[src/hdl/json_tokenizer_defines.svh]
// assertion macros used by the tokenizer back end (jtok_back)
`ifndef JSON_TOKENIZER_DEFINES_SVH
`define JSON_TOKENIZER_DEFINES_SVH

// implication checked at every rising clock edge outside reset
`define JT_ASSERT_IMP(label, clk, rst, ante, cons, msg) \
   label: assert property (@(posedge clk) disable iff (rst) (ante) |-> (cons)) else $error(msg);

// implication whose consequent is checked in the cycle after the antecedent
`define JT_ASSERT_NXT(label, clk, rst, ante, cons, msg) \
   label: assert property (@(posedge clk) disable iff (rst) (ante) |=> (cons)) else $error(msg);

`endif

[src/hdl/jtok_pkg.sv]
// ----------------------------------------------------------------------------
// jtok_pkg
// types and constants shared by the tokenizer modules
// ----------------------------------------------------------------------------
package jtok_pkg;

   typedef struct packed {
      logic [15:0] char_code;
      logic        last;
   } req_type;

   typedef struct packed {
      logic [1:0]  event_res;
      logic [7:0]  token_index;
      logic [1:0]  token_kind;
      logic [15:0] start_pos;
      logic [15:0] end_pos;
      logic [8:0]  child_count;
      logic [1:0]  status;
      logic        end_of_run;
   } rsp_type;

   localparam logic [1:0] EV_LEAF   = 2'd0;
   localparam logic [1:0] EV_CLOSE  = 2'd1;
   localparam logic [1:0] EV_STATUS = 2'd2;

   localparam logic [1:0] KIND_PRIM = 2'd0;
   localparam logic [1:0] KIND_STR  = 2'd1;
   localparam logic [1:0] KIND_OBJ  = 2'd2;
   localparam logic [1:0] KIND_ARR  = 2'd3;

   localparam logic [1:0] ST_OK    = 2'd0;
   localparam logic [1:0] ST_NOMEM = 2'd1;
   localparam logic [1:0] ST_INVAL = 2'd2;
   localparam logic [1:0] ST_PART  = 2'd3;

   localparam logic CSR_STRICT = 1'b0;
   localparam logic CSR_LIMIT  = 1'b1;

   typedef enum logic [1:0] {
      MODE_IDLE = 2'd0,
      MODE_PRIM = 2'd1,
      MODE_STR  = 2'd2
   } mode_type;

   // character class produced by the front end
   typedef struct packed {
      logic open_c;      // { or [
      logic close_c;     // } or ]
      logic is_brk;      // [ or ]
      logic quote;
      logic bslash;
      logic sep;         // whitespace, comma, colon, 0xa0
      logic colon;
      logic ctrl;        // below 32 or at or above 127
      logic strict_ok;   // - 0-9 t f n
      logic esc_ok;
   } cls_type;

   typedef struct packed {
      cls_type     cls;
      logic        last;
   } qent_type;

endpackage

[src/hdl/json_tokenizer.sv]
// path: an accepted item waits in the front queue, then its results are
//   registered in the output slots and leave them in order
// throughput: one character per cycle while the back end is free; a push or
//   pop of a container adds a bubble for the stack ram read, and items with
//   several results hold the back end until each extra result is taken
// reset: synchronous, active high; clears document state and registers
// ----------------------------------------------------------------------------
// json_tokenizer
// streaming json tokenizer, one utf-16 code unit per item
// ----------------------------------------------------------------------------
module json_tokenizer #(
   parameter int MAX_TOKENS    = 256,
   parameter int MAX_DEPTH     = 64,
   parameter int POSITION_BITS = 16
) (
   input  logic              clock,
   input  logic              reset,
   input  logic              req_valid,
   output logic              req_ready,
   input  jtok_pkg::req_type req_data,
   output logic              rsp_valid,
   input  logic              rsp_ready,
   output jtok_pkg::rsp_type rsp_data,
   input  logic              csr_we,
   input  logic              csr_index,
   input  logic [8:0]        csr_wdata
);
   import jtok_pkg::*;

   logic       strict_ff;
   logic [8:0] limit_ff;
   logic       q_valid, q_pop;
   qent_type   q_data;

   always_ff @(posedge clock) begin
      if (reset) begin
         strict_ff <= 1'b0;
         limit_ff  <= 9'd256;
      end else if (csr_we) begin
         if (csr_index == CSR_STRICT) strict_ff <= csr_wdata[0];
         if (csr_index == CSR_LIMIT)  limit_ff  <= csr_wdata;
      end
   end

   jtok_front u_front (
      .clock(clock), .reset(reset), .req_valid(req_valid), .req_ready(req_ready),
      .req_data(req_data), .q_valid(q_valid), .q_pop(q_pop), .q_data(q_data));

   jtok_back #(.MAX_TOKENS(MAX_TOKENS), .MAX_DEPTH(MAX_DEPTH),
               .POSITION_BITS(POSITION_BITS)) u_back (
      .clock(clock), .reset(reset), .strict_mode(strict_ff), .token_limit(limit_ff),
      .q_valid(q_valid), .q_pop(q_pop), .q_data(q_data), .rsp_valid(rsp_valid),
      .rsp_ready(rsp_ready), .rsp_data(rsp_data));
endmodule

[src/hdl/jtok_ram.sv]
// ----------------------------------------------------------------------------
// jtok_ram
// generic single-port-write ram with registered read
// ----------------------------------------------------------------------------
module jtok_ram #(
   parameter int WIDTH = 8,
   parameter int DEPTH = 16
) (
   input  logic                     clock,
   input  logic                     wr_en,
   input  logic [$clog2(DEPTH)-1:0] wr_addr,
   input  logic [WIDTH-1:0]         wr_data,
   input  logic [$clog2(DEPTH)-1:0] rd_addr,
   output logic [WIDTH-1:0]         rd_data
);
   logic [WIDTH-1:0] mem_ff [DEPTH];
   logic [WIDTH-1:0] rd_ff;

   always_ff @(posedge clock) begin
      if (wr_en) begin
         mem_ff[wr_addr] <= wr_data;
      end
      rd_ff <= mem_ff[rd_addr];
   end
   assign rd_data = rd_ff;
endmodule

[src/hdl/jtok_front.sv]
// ----------------------------------------------------------------------------
// jtok_front
// accepts characters, classifies them and pushes them into a short queue
// ----------------------------------------------------------------------------
module jtok_front (
   input  logic                   clock,
   input  logic                   reset,
   input  logic                   req_valid,
   output logic                   req_ready,
   input  jtok_pkg::req_type      req_data,
   output logic                   q_valid,
   input  logic                   q_pop,
   output jtok_pkg::qent_type     q_data
);
   import jtok_pkg::*;

   localparam int QD = 2;

   qent_type    ent_ff [QD];
   logic        wp_ff, wp_in, rp_ff, rp_in;
   logic [1:0]  cnt_ff, cnt_in;
   qent_type    ent;
   logic [15:0] c;
   logic        push;

   always_comb begin
      c = req_data.char_code;
      ent.last = req_data.last;
      ent.cls.open_c  = (c == 16'h7b) || (c == 16'h5b);
      ent.cls.close_c = (c == 16'h7d) || (c == 16'h5d);
      ent.cls.is_brk  = (c == 16'h5b) || (c == 16'h5d);
      ent.cls.quote   = (c == 16'h22);
      ent.cls.bslash  = (c == 16'h5c);
      ent.cls.colon   = (c == 16'h3a);
      ent.cls.sep     = (c == 16'h09) || (c == 16'h0d) || (c == 16'h0a) ||
                        (c == 16'h20) || (c == 16'h2c) || (c == 16'h3a) ||
                        (c == 16'ha0);
      ent.cls.ctrl    = (c < 16'd32) || (c >= 16'd127);
      ent.cls.strict_ok = (c == 16'h2d) || ((c >= 16'h30) && (c <= 16'h39)) ||
                          (c == 16'h74) || (c == 16'h66) || (c == 16'h6e);
      ent.cls.esc_ok  = (c == 16'h22) || (c == 16'h2f) || (c == 16'h5c) ||
                        (c == 16'h62) || (c == 16'h66) || (c == 16'h72) ||
                        (c == 16'h6e) || (c == 16'h74) || (c == 16'h75);
   end

   assign req_ready = (cnt_ff != 2'(QD));
   assign push      = req_valid && req_ready;
   assign q_valid   = (cnt_ff != 2'd0);
   assign q_data    = ent_ff[rp_ff];

   always_comb begin
      wp_in  = push  ? ~wp_ff : wp_ff;
      rp_in  = q_pop ? ~rp_ff : rp_ff;
      cnt_in = cnt_ff + 2'(push) - 2'(q_pop);
   end

   always_ff @(posedge clock) begin
      if (reset) begin
         wp_ff  <= 1'b0;
         rp_ff  <= 1'b0;
         cnt_ff <= 2'd0;
      end else begin
         wp_ff  <= wp_in;
         rp_ff  <= rp_in;
         cnt_ff <= cnt_in;
      end
      if (push) begin
         ent_ff[wp_ff] <= ent;
      end
   end
endmodule

[src/hdl/jtok_back.sv]
// ----------------------------------------------------------------------------
// jtok_back
// tokenizer state, container stack and result output registers
// ----------------------------------------------------------------------------
`include "json_tokenizer_defines.svh"
module jtok_back #(
   parameter int MAX_TOKENS    = 256,
   parameter int MAX_DEPTH     = 64,
   parameter int POSITION_BITS = 16
) (
   input  logic               clock,
   input  logic               reset,
   input  logic               strict_mode,
   input  logic [8:0]         token_limit,
   input  logic               q_valid,
   output logic               q_pop,
   input  jtok_pkg::qent_type q_data,
   output logic               rsp_valid,
   input  logic               rsp_ready,
   output jtok_pkg::rsp_type  rsp_data
);
   import jtok_pkg::*;

   localparam int DW = $clog2(MAX_DEPTH + 1);
   localparam int AW = (MAX_DEPTH > 1) ? $clog2(MAX_DEPTH) : 1;
   localparam int TW = $clog2(MAX_TOKENS + 1);
   localparam int PW = POSITION_BITS;
   localparam int FW = 1 + TW + PW;      // is_array, index, start
   localparam logic [PW-1:0] POS_MAX = {PW{1'b1}};

   // document state
   logic [PW-1:0] pos_ff, pos_in;
   logic [TW-1:0] used_ff, used_in;
   mode_type      mode_ff, mode_in;
   logic          esc_ff, esc_in;
   logic [PW-1:0] istart_ff, istart_in;
   logic [DW-1:0] depth_ff, depth_in;
   logic          err_ff, err_in;
   logic [1:0]    code_ff, code_in;

   // top frame cached in registers; ram holds frames below it
   logic [FW-1:0] top_ff, top_in;
   logic [8:0]    topcnt_ff, topcnt_in;
   // child counts of the frames below the top live in a second ram
   logic          ram_we, cnt_we;
   logic [AW-1:0] ram_wa, ram_ra;
   logic [FW-1:0] ram_wd, ram_rd;
   logic [8:0]    cnt_wd, cnt_rd;

   // output slots
   rsp_type       slot_ff [3], slot_in [3];
   logic [1:0]    nres_ff, nres_in, sidx_ff, sidx_in;

   logic [TW-1:0] lim;
   logic          go;
   cls_type       k;
   logic          fire_delay_ff, fire_delay_in;

   assign lim = (32'(token_limit) < MAX_TOKENS) ? TW'(token_limit) : TW'(MAX_TOKENS);

   // a pop or push changes the prefetch; a bubble lets the ram read refill it
   assign rsp_valid = (nres_ff != 2'd0);
   assign rsp_data  = slot_ff[sidx_ff];
   assign go    = q_valid && (nres_ff == 2'd0 || (rsp_ready && (sidx_ff + 2'd1 == nres_ff)))
                  && !fire_delay_ff;
   assign q_pop = go;
   assign k     = q_data.cls;

   jtok_ram #(.WIDTH(FW), .DEPTH(MAX_DEPTH)) u_frames (
      .clock(clock), .wr_en(ram_we), .wr_addr(ram_wa), .wr_data(ram_wd),
      .rd_addr(ram_ra), .rd_data(ram_rd));
   jtok_ram #(.WIDTH(9), .DEPTH(MAX_DEPTH)) u_counts (
      .clock(clock), .wr_en(cnt_we), .wr_addr(ram_wa), .wr_data(cnt_wd),
      .rd_addr(ram_ra), .rd_data(cnt_rd));

   always_comb begin
      logic [1:0]    n;
      logic [PW-1:0] epos;
      logic          allocok;
      logic          do_proc;
      logic          pushed, popped;
      rsp_type       r;

      pos_in = pos_ff; used_in = used_ff; mode_in = mode_ff; esc_in = esc_ff;
      istart_in = istart_ff; depth_in = depth_ff; err_in = err_ff; code_in = code_ff;
      top_in = top_ff; topcnt_in = topcnt_ff;
      ram_we = 1'b0; cnt_we = 1'b0; ram_wa = '0; ram_wd = top_ff; cnt_wd = topcnt_ff;
      // frame below top is read from ram at depth - 2
      ram_ra = (depth_ff >= DW'(2)) ? AW'(depth_ff - DW'(2)) : '0;
      n = 2'd0; r = '0; pushed = 1'b0; popped = 1'b0;
      for (int i = 0; i < 3; i++) slot_in[i] = slot_ff[i];
      nres_in = nres_ff; sidx_in = sidx_ff;
      fire_delay_in = 1'b0;
      epos = '0; allocok = 1'b0; do_proc = 1'b0;

      if (rsp_valid && rsp_ready) begin
         if (sidx_ff + 2'd1 == nres_ff) begin
            nres_in = 2'd0; sidx_in = 2'd0;
         end else begin
            sidx_in = sidx_ff + 2'd1;
         end
      end

      if (go) begin
         if (!err_ff) begin
            if (pos_ff >= POS_MAX) begin
               err_in = 1'b1; code_in = ST_NOMEM;
            end else if (mode_ff == MODE_STR) begin
               if (esc_ff) begin
                  esc_in = 1'b0;
                  if (!k.esc_ok) begin
                     err_in = 1'b1; code_in = ST_INVAL;
                  end
               end else if (k.quote) begin
                  mode_in = MODE_IDLE;
                  if (used_ff >= lim) begin
                     err_in = 1'b1; code_in = ST_NOMEM;
                  end else begin
                     r = '0; r.event_res = EV_LEAF; r.token_index = 8'(used_ff);
                     r.token_kind = KIND_STR; r.start_pos = 16'(istart_ff);
                     r.end_pos = 16'(pos_ff);
                     slot_in[n] = r; n = n + 2'd1;
                     used_in = used_ff + TW'(1);
                     if (depth_ff != '0) topcnt_in = topcnt_ff + 9'd1;
                  end
               end else if (k.bslash) begin
                  esc_in = 1'b1;
               end
            end else begin
               do_proc = 1'b1;
               if (mode_ff == MODE_PRIM) begin
                  if (!(k.sep && !(k.colon && strict_mode)) && !k.close_c) begin
                     do_proc = 1'b0;
                     if (k.ctrl) begin
                        err_in = 1'b1; code_in = ST_INVAL;
                     end
                  end else begin
                     mode_in = MODE_IDLE;
                     if (used_ff >= lim) begin
                        err_in = 1'b1; code_in = ST_NOMEM; do_proc = 1'b0;
                     end else begin
                        r = '0; r.event_res = EV_LEAF; r.token_index = 8'(used_ff);
                        r.token_kind = KIND_PRIM; r.start_pos = 16'(istart_ff);
                        r.end_pos = 16'(pos_ff);
                        slot_in[n] = r; n = n + 2'd1;
                        used_in = used_ff + TW'(1);
                        if (depth_ff != '0) topcnt_in = topcnt_ff + 9'd1;
                     end
                  end
               end
               if (do_proc) begin
                  if (k.open_c) begin
                     allocok = (used_in < lim);
                     if (!allocok) begin
                        err_in = 1'b1; code_in = ST_NOMEM;
                     end else begin
                        used_in = used_in + TW'(1);
                        if (depth_ff != '0) topcnt_in = topcnt_in + 9'd1;
                        if (depth_ff >= DW'(MAX_DEPTH)) begin
                           err_in = 1'b1; code_in = ST_NOMEM;
                        end else begin
                           // spill current top into ram
                           if (depth_ff != '0) begin
                              ram_we = 1'b1; cnt_we = 1'b1;
                              ram_wa = AW'(depth_ff - DW'(1));
                              ram_wd = top_ff; cnt_wd = topcnt_in;
                           end
                           top_in = {k.is_brk, TW'(used_in - TW'(1)), pos_ff};
                           topcnt_in = 9'd0;
                           depth_in = depth_ff + DW'(1);
                           pushed = 1'b1;
                        end
                     end
                  end else if (k.close_c) begin
                     if (depth_ff == '0 || top_ff[FW-1] != k.is_brk) begin
                        err_in = 1'b1; code_in = ST_INVAL;
                     end else begin
                        r = '0; r.event_res = EV_CLOSE;
                        r.token_index = 8'(top_ff[PW +: TW]);
                        r.token_kind = k.is_brk ? KIND_ARR : KIND_OBJ;
                        r.start_pos = 16'(top_ff[PW-1:0]);
                        r.end_pos = 16'(pos_ff + PW'(1));
                        r.child_count = topcnt_in;
                        slot_in[n] = r; n = n + 2'd1;
                        top_in = ram_rd; topcnt_in = cnt_rd;
                        depth_in = depth_ff - DW'(1);
                        popped = 1'b1;
                     end
                  end else if (k.quote) begin
                     mode_in = MODE_STR; esc_in = 1'b0;
                     istart_in = pos_ff + PW'(1);
                  end else if (k.sep) begin
                     // separator
                  end else if (strict_mode ? !k.strict_ok : k.ctrl) begin
                     err_in = 1'b1; code_in = ST_INVAL;
                  end else begin
                     mode_in = MODE_PRIM; istart_in = pos_ff;
                  end
               end
            end
            if (!err_in) pos_in = pos_ff + PW'(1);
         end
         if (q_data.last) begin
            epos = pos_in;
            if (!err_in) begin
               if (mode_in == MODE_PRIM) begin
                  if (strict_mode) begin
                     err_in = 1'b1; code_in = ST_PART;
                  end else if (used_in >= lim) begin
                     err_in = 1'b1; code_in = ST_NOMEM;
                  end else begin
                     r = '0; r.event_res = EV_LEAF; r.token_index = 8'(used_in);
                     r.token_kind = KIND_PRIM; r.start_pos = 16'(istart_in);
                     r.end_pos = 16'(pos_in);
                     slot_in[n] = r; n = n + 2'd1;
                     used_in = used_in + TW'(1);
                  end
               end else if (mode_in == MODE_STR) begin
                  err_in = 1'b1; code_in = ST_PART;
               end
               if (!err_in && depth_in != '0) begin
                  err_in = 1'b1; code_in = ST_PART;
               end
            end
            r = '0; r.event_res = EV_STATUS; r.end_pos = 16'(epos);
            r.child_count = 9'(used_in); r.status = err_in ? code_in : ST_OK;
            slot_in[n] = r; n = n + 2'd1;
            pos_in = '0; used_in = '0; mode_in = MODE_IDLE; esc_in = 1'b0;
            istart_in = '0; depth_in = '0; err_in = 1'b0; code_in = ST_OK;
            pushed = 1'b0; popped = 1'b0;
         end
         if (n != 2'd0) begin
            slot_in[n - 2'd1].end_of_run = 1'b1;
            nres_in = n; sidx_in = 2'd0;
         end
         // prefetch of frame below top changes: wait for ram read
         fire_delay_in = pushed || popped;
         if (pushed) ram_ra = AW'(depth_ff - DW'(1));
         if (popped) ram_ra = (depth_ff >= DW'(3)) ? AW'(depth_ff - DW'(3)) : '0;
      end
   end

   always_ff @(posedge clock) begin
      if (reset) begin
         pos_ff <= '0; used_ff <= '0; mode_ff <= MODE_IDLE; esc_ff <= 1'b0;
         istart_ff <= '0; depth_ff <= '0; err_ff <= 1'b0; code_ff <= ST_OK;
         nres_ff <= 2'd0; sidx_ff <= 2'd0; fire_delay_ff <= 1'b0;
      end else begin
         pos_ff <= pos_in; used_ff <= used_in; mode_ff <= mode_in; esc_ff <= esc_in;
         istart_ff <= istart_in; depth_ff <= depth_in; err_ff <= err_in;
         code_ff <= code_in; nres_ff <= nres_in; sidx_ff <= sidx_in;
         fire_delay_ff <= fire_delay_in;
      end
      top_ff <= top_in; topcnt_ff <= topcnt_in;
      for (int i = 0; i < 3; i++) slot_ff[i] <= slot_in[i];
   end

   `JT_ASSERT_IMP(a_pop_needs_valid, clock, reset, q_pop, q_valid, "pop without item")
   `JT_ASSERT_IMP(a_sidx_range, clock, reset, rsp_valid, sidx_ff < nres_ff, "slot index")
   `JT_ASSERT_IMP(a_bubble, clock, reset, fire_delay_ff, !q_pop, "pop during stack refill")
endmodule

[config.mk]
export PLATFORM = sky130hd
export DESIGN_NAME = json_tokenizer
export DESIGN_NICKNAME = d
export VERILOG_FILES = /design/src/hdl/jtok_pkg.sv /design/src/hdl/json_tokenizer.sv /design/src/hdl/jtok_ram.sv /design/src/hdl/jtok_front.sv /design/src/hdl/jtok_back.sv
export VERILOG_INCLUDE_DIRS = /design/src /design/src/hdl
export SDC_FILE = /design/constraint.sdc
export NUM_CORES = 2
export LEC_CHECK = 0
export BUFFER_PORTS_ARGS = -buffer_cell sky130_fd_sc_hd__buf_2
export CAP_MARGIN = 20
export CORE_ASPECT_RATIO = 1.5
export CORE_MARGIN = 2
export CORE_UTILIZATION = 60
export DETAILED_ROUTE_END_ITERATION = 10
export PLACE_DENSITY_LB_ADDON = 0.3
export REMOVE_ABC_BUFFERS = 1
export SYNTH_ARGS = -nofsm -noshare
export SYNTH_HDL_FRONTEND = slang
export SYNTH_HIERARCHICAL = 1
export SYNTH_SLANG_ARGS = --single-unit
[constraint.sdc]
create_clock -name clock -period 19.2 [get_ports clock]
set_input_delay 1.92 -clock clock [delete_from_list [all_inputs] [get_ports clock]]
set_output_delay 1.92 -clock clock [all_outputs]
set_load 0.05 [all_outputs]
# ---- Word-level counts from Yosys, hierarchy flattened
# Memories as Yosys holds them, arrays and structs flattened. A register that Yosys moved wholly into a read port is not among the register bits.
# Cells that the tools add are included.
dict set report op_classes {
  addsub 18
  mux 302
  reduce_logical 61
  n_eq_ne 37
  n_bitwise 11
  n_lt_le_gt_ge 20
}
# cell n
set op_table {}
lappend op_table {{$mux 168} 17}
lappend op_table {{$mux 56} 14}
lappend op_table {{$bwmux 168} 4}
lappend op_table {{$mux 9} 51}
lappend op_table {{$demux 56 s2} 4}
lappend op_table {{$mux 16} 15}
lappend op_table {{$eq 16x7->1 const B} 11}
lappend op_table {{$mux 2} 76}
lappend op_table {{$mux 26} 5}
lappend op_table {{$mux 112} 1}
lappend op_table {{$eq 16x6->1 const B} 6}
lappend op_table {{$mux 1} 90}
lappend op_table {{$mux 6} 14}
lappend op_table {{$mux 7} 11}
lappend op_table {{$eq 16x4->1 const B} 3}
lappend op_table {{$add 9x1->9 const B} 5}
lappend op_table {{$logic_or 1x1->1} 25}
lappend op_table {{$ge 9x9->1} 2}
lappend op_table {{$add 16x1->16 const B} 1}
lappend op_table {{$eq 16x8->1 const B} 1}
lappend op_table {{$ge 16x16->1 const B} 1}
lappend op_table {{$ge 16x6->1 const B} 1}
lappend op_table {{$ge 16x7->1 const B} 1}
lappend op_table {{$le 16x6->1 const B} 1}
lappend op_table {{36 further kinds} 89}
dict set report word_totals {
  mem_count 4
  mem_bits_rw 2430
  elab_cells 471
  output_inout_bits 58
  register_bits 108
}
# memory words word_bits read_ports rd_ports_with_merged_regs wr line
set mem_list {}
lappend mem_list {u_back.u_frames.mem_ff 64 26 1 1 1 jtok_ram.sv:16} ;# logic [WIDTH-1:0] mem_ff [DEPTH];
lappend mem_list {u_back.u_counts.mem_ff 64 9 1 1 1 jtok_ram.sv:16}
lappend mem_list {u_back.slot_ff 3 56 4 1 3 jtok_back.sv:51} ;# rsp_type slot_ff [3], slot_in [3];
lappend mem_list {u_front.ent_ff 2 11 1 1 1 jtok_front.sv:19} ;# qent_type ent_ff [QD];

# ---- Depth between registers and ports, before layout
dict set report depth {
  word_depth 39
  ltp_mapped 36
  ltp_nobuf 32
}

# ---- By module
# Netlist, hierarchy kept.
# mod area_each_um2 instances seq_area_each_um2 cells_per_inst
set by_module_without_submodules {}
lappend by_module_without_submodules {{jtok_ram (u_back.u_frames)} 64235.4 1 50488.4 2827}
lappend by_module_without_submodules {{jtok_ram (u_back.u_counts)} 22649.2 1 17476.8 1071}
lappend by_module_without_submodules {jtok_back 19075.8 1 7277.0 2333}
lappend by_module_without_submodules {jtok_front 1367.6 1 760.7 116}
lappend by_module_without_submodules {json_tokenizer 465.4 1 200.2 46}

# ---- Worst setup path after synthesis
# OpenSTA, ideal clock, no wires.
dict set report synth_path {
  path_type {flip-flop to flip-flop}
  startpoint {register limit_ff[8]}
  endpoint {register u_back.top_ff[0], enable pin}
  path_stages_with_launch 21
  t_required_ns 18.649
  setup_time_ns 0.551
  path_buffers 2
  setup_slack_ns 10.255
  period_less_slack_ns 8.945
  arrival_ns 8.394
  path_cell_list {dfxtp_1 clkinv_1 nand2_1 ha_1 o21a_1 o2111a_2 a21oi_2 nand2_1 clkbuf_1 nor2_1 xnor2_1 inv_1 ha_1 a21oi_1 o21ai_0 a221oi_1 o31ai_4 nor3_2 buf_2 nor2_1 a2111oi_0}
}
dict set report synth_between {
  elab_chain_len 13
}
# element line
set synth_rtl {}
lappend synth_rtl {{start: declaration} json_tokenizer.sv:31} ;# logic [8:0] limit_ff;
lappend synth_rtl {{start signal: assignment} json_tokenizer.sv:41} ;# if (csr_index == CSR_LIMIT) limit_ff <= csr_wdata;
lappend synth_rtl {{$lt 9x9->1} jtok_back.sv:59} ;# assign lim = (32'(token_limit) < MAX_TOKENS) ? TW'(token_limit) : TW'(MAX_TOKENS);
lappend synth_rtl {{$mux 9 *} jtok_back.sv:59}
lappend synth_rtl {{$ge 9x9->1} jtok_back.sv:139} ;# if (used_ff >= lim) begin
lappend synth_rtl {{$mux 9} jtok_back.sv:139}
lappend synth_rtl {{$mux 9} jtok_back.sv:132} ;# if (!(k.sep && !(k.colon && strict_mode)) && !k.close_c) begin
lappend synth_rtl {{$mux 9} jtok_back.sv:131} ;# if (mode_ff == MODE_PRIM) begin
lappend synth_rtl {{$mux 9} jtok_back.sv:108} ;# end else if (mode_ff == MODE_STR) begin
lappend synth_rtl {{$mux 9} jtok_back.sv:106} ;# if (pos_ff >= POS_MAX) begin
lappend synth_rtl {{$mux 9} jtok_back.sv:105} ;# if (!err_ff) begin
lappend synth_rtl {{$mux 9} jtok_back.sv:104} ;# if (go) begin
lappend synth_rtl {{$lt 9x9->1} jtok_back.sv:153} ;# allocok = (used_in < lim);
lappend synth_rtl {{$ne 2x1->1 (no source line)} -}
lappend synth_rtl {{$reduce_and 9->1 (no source line) *} -}
lappend synth_rtl {{end signal: assignment} jtok_back.sv:254} ;# top_ff <= top_in; topcnt_ff <= topcnt_in;
lappend synth_rtl {{end: declaration} jtok_back.sv:42} ;# logic [FW-1:0] top_ff, top_in;
# Mark *: on every way between the ends. The rest lies on a longest branch, timed or not. The select of a mux whose other input is x is not followed.
# A chain may end at the register's enable or synchronous reset.

==> impl_results.md <==
* Status: finished clean
* Tightest Pin Transition at 1.20 ns
* CTS H-tree lvls at 4
* CTS sink cnt at 2508
* Min-Delay Path Class: reg2reg
* NumNets Final at 6464
* Fmax achieved at 86.5 MHz
* Area grow syn2layout at 10.1%
* Reg area at 0.0742 mm2
* Post-Route WL at 298000 um
* Clock root buffer: clkbuf_16
* PD cells at 155 mW/mm2
* Residual DRC at 0
* Drt via density at 7.03
* Largest net degree at the start of global routing at 135
* # setup viols final at 0
* Non-Filler Instances at 8852
* Fillers at 11.4k
* Slew headroom at 0.192
* Core Box Area at 0.175 mm2
* Layout cell share with drive strength beyond 1 at 0.211
* Multi-input gate area at 0.0292 mm2
* DR WL/cell at 33.7 um
* Die area at 0.179 mm2
* Die width at 346 um
* I/O Buffers at 89
* Max-cap violations at 0
* Violation count after the first detailed-route iteration at 8404
* Fin crit period at 11.57 ns
* Post-Syn Area per Cell at 16.7 um2
* Initial antenna violation count at 8
* Clk_skew at 0.0778 ns
* Power share of the sequential group at 0.389
* Post-CTS Resized at 0
* P_leak at 35.9 nW
* P_sw at 6.60 mW
* Clk_lat worst skew at 0.90 ns
* Max Transition Viols Final at 0
* Post-CTS Setup Bufs at 0
* TritonRoute pass-1 iters at 6
* Setup TNS at 0 ns
* Slowest-stage cell, CP: o21ai_0
* Sw Ratio at 0.367
* VDD IR max at 166 uV
* Placed cell count at 8435
* CTS buffer count at 221
* Number of core rows at 188
* CP endpoint kind: flip-flop
* All-layer global routing usage at 0.333
* Combinational Power Share at 0.363
* Ys Warns at 6
* Post-Syn Area at 0.105 mm2
* Global-route wire length before repair at 429000 um
* ANT nets after route at 0
* Total grt overflow at 0
* GP Congestion at 0.994
* Dpl hpwl at 184000 um
* Chip Height at 517 um
* Mapped Cells at 6289
* DR vias at 62.2k
* CTS tree: built
* CTS clk-pin slew, worst paths at 0.06 ns
* Data arrival, critical path at 12.22 ns
* Crit start category: flip-flop
* Vias in the first global route at 61.6k
* IO Count at 90
* Final hold viol count at 0
* Largest stage delay on the critical path at 0.75 ns
* Clock Tree Buf Depth at 4
* Internal power at 11.4 mW
* Final period utilization at 0.602
* RSZ-0062 raised after global routing: false
* Cts hold-fix bufs at 0
* Setup CP Type: reg2reg
* CP required at 19.85 ns
* Clock Power Share at 0.248
* Overall power at 18.0 mW
* Crit path max fanout at 34
* Initial core utilization at 0.603
## flip-flops by register name, summed over array words and instances (netlist names), 16 cells and up, named ones only
register and flops:
u_back/u_frames/mem_ff 1600, u_back/u_counts/mem_ff 576, u_back/slot_ff 113, u_back/top_ff 25, u_back/u_frames/rd_data 25, u_front/ent_ff 22, u_back/istart_ff 16, u_back/pos_ff 16
## layer usage
layer  track usage  part of all wire  up-vias
li1              -                 -    25461
met1         0.397              0.33    31558
met2         0.559              0.50     4172
met3        0.0546             0.091     1047
met4         0.231             0.083        2
met5             0          0.000040        -
## through the flow
step / hold slack (ns) / cell area [um2] / util / worst slack, ns
2_1_floorplan: 0.452 / 103000 / - / -64.89
3_3_place_gp: 0.471 / 109000 / 0.622 / 7.42
3_5_place_dp: 0.477 / 109000 / 0.622 / 7.33
4_1_cts: 0.492 / 116000 / 0.663 / 7.26
5_1_grt: 0.524 / 116000 / 0.664 / 6.95
6_report: 0.491 / 116000 / 0.664 / 7.63
## power by group through the flow
stage	combinational (mW)	clock (mW)	sequential, mW
global route	6.75	4.69	7.01
finish	6.52	4.46	7.00
detailed placement	6.35	0	7.10
CTS	6.40	4.51	6.99
floorplan	6.47	0	7.11
global placement	6.25	0	7.09
## area by class of cell
| cell class | count | area share |
|---|---|---|
| clock inverters | 135 | 0.0121 |
| repair buffers | 314 | 0.0196 |
| inverters | 56 | 0.00186 |
| well taps | 2280 | 0.0246 |
| multi-input cells | 3285 | 0.251 |
| clock buffers | 268 | 0.0499 |
| flip-flops and latches | 2508 | 0.640 |
| diodes | 6 | 0.000130 |
## cells in the final DEF, fill, tap and decap left out, types with 126 or more instances in the layout
cell       instances
nand3_1          126
edfxtp_1        2400
o22ai_1          179
clkbuf_16        224
buf_4            213
o21ai_0          224
nand2_1          362
mux4_2           503
a21oi_1          212
nor2_1           352
mux2i_1          204
## critical path: cells and delay by family, from the launching register on
kind	cells	cell delay (ns)
compound gates	12	4.40
xor+xnor	2	0.52
fa+ha+maj	3	1.02
buf+inv	7	2.25
flops	1	0.39
simple gates	9	2.78
## worst paths after layout
check,start,end,slack (ns),cells past startpoint
min,limit_ff[0],limit_ff[0],0.49,2
max,limit_ff[8],u_back/slot_ff[0][0],7.63,33
min reg2reg,limit_ff[0],limit_ff[0],0.49,2
max reg2reg,limit_ff[8],u_back/slot_ff[0][0],7.63,33
(Power assumes the default switching activity.)
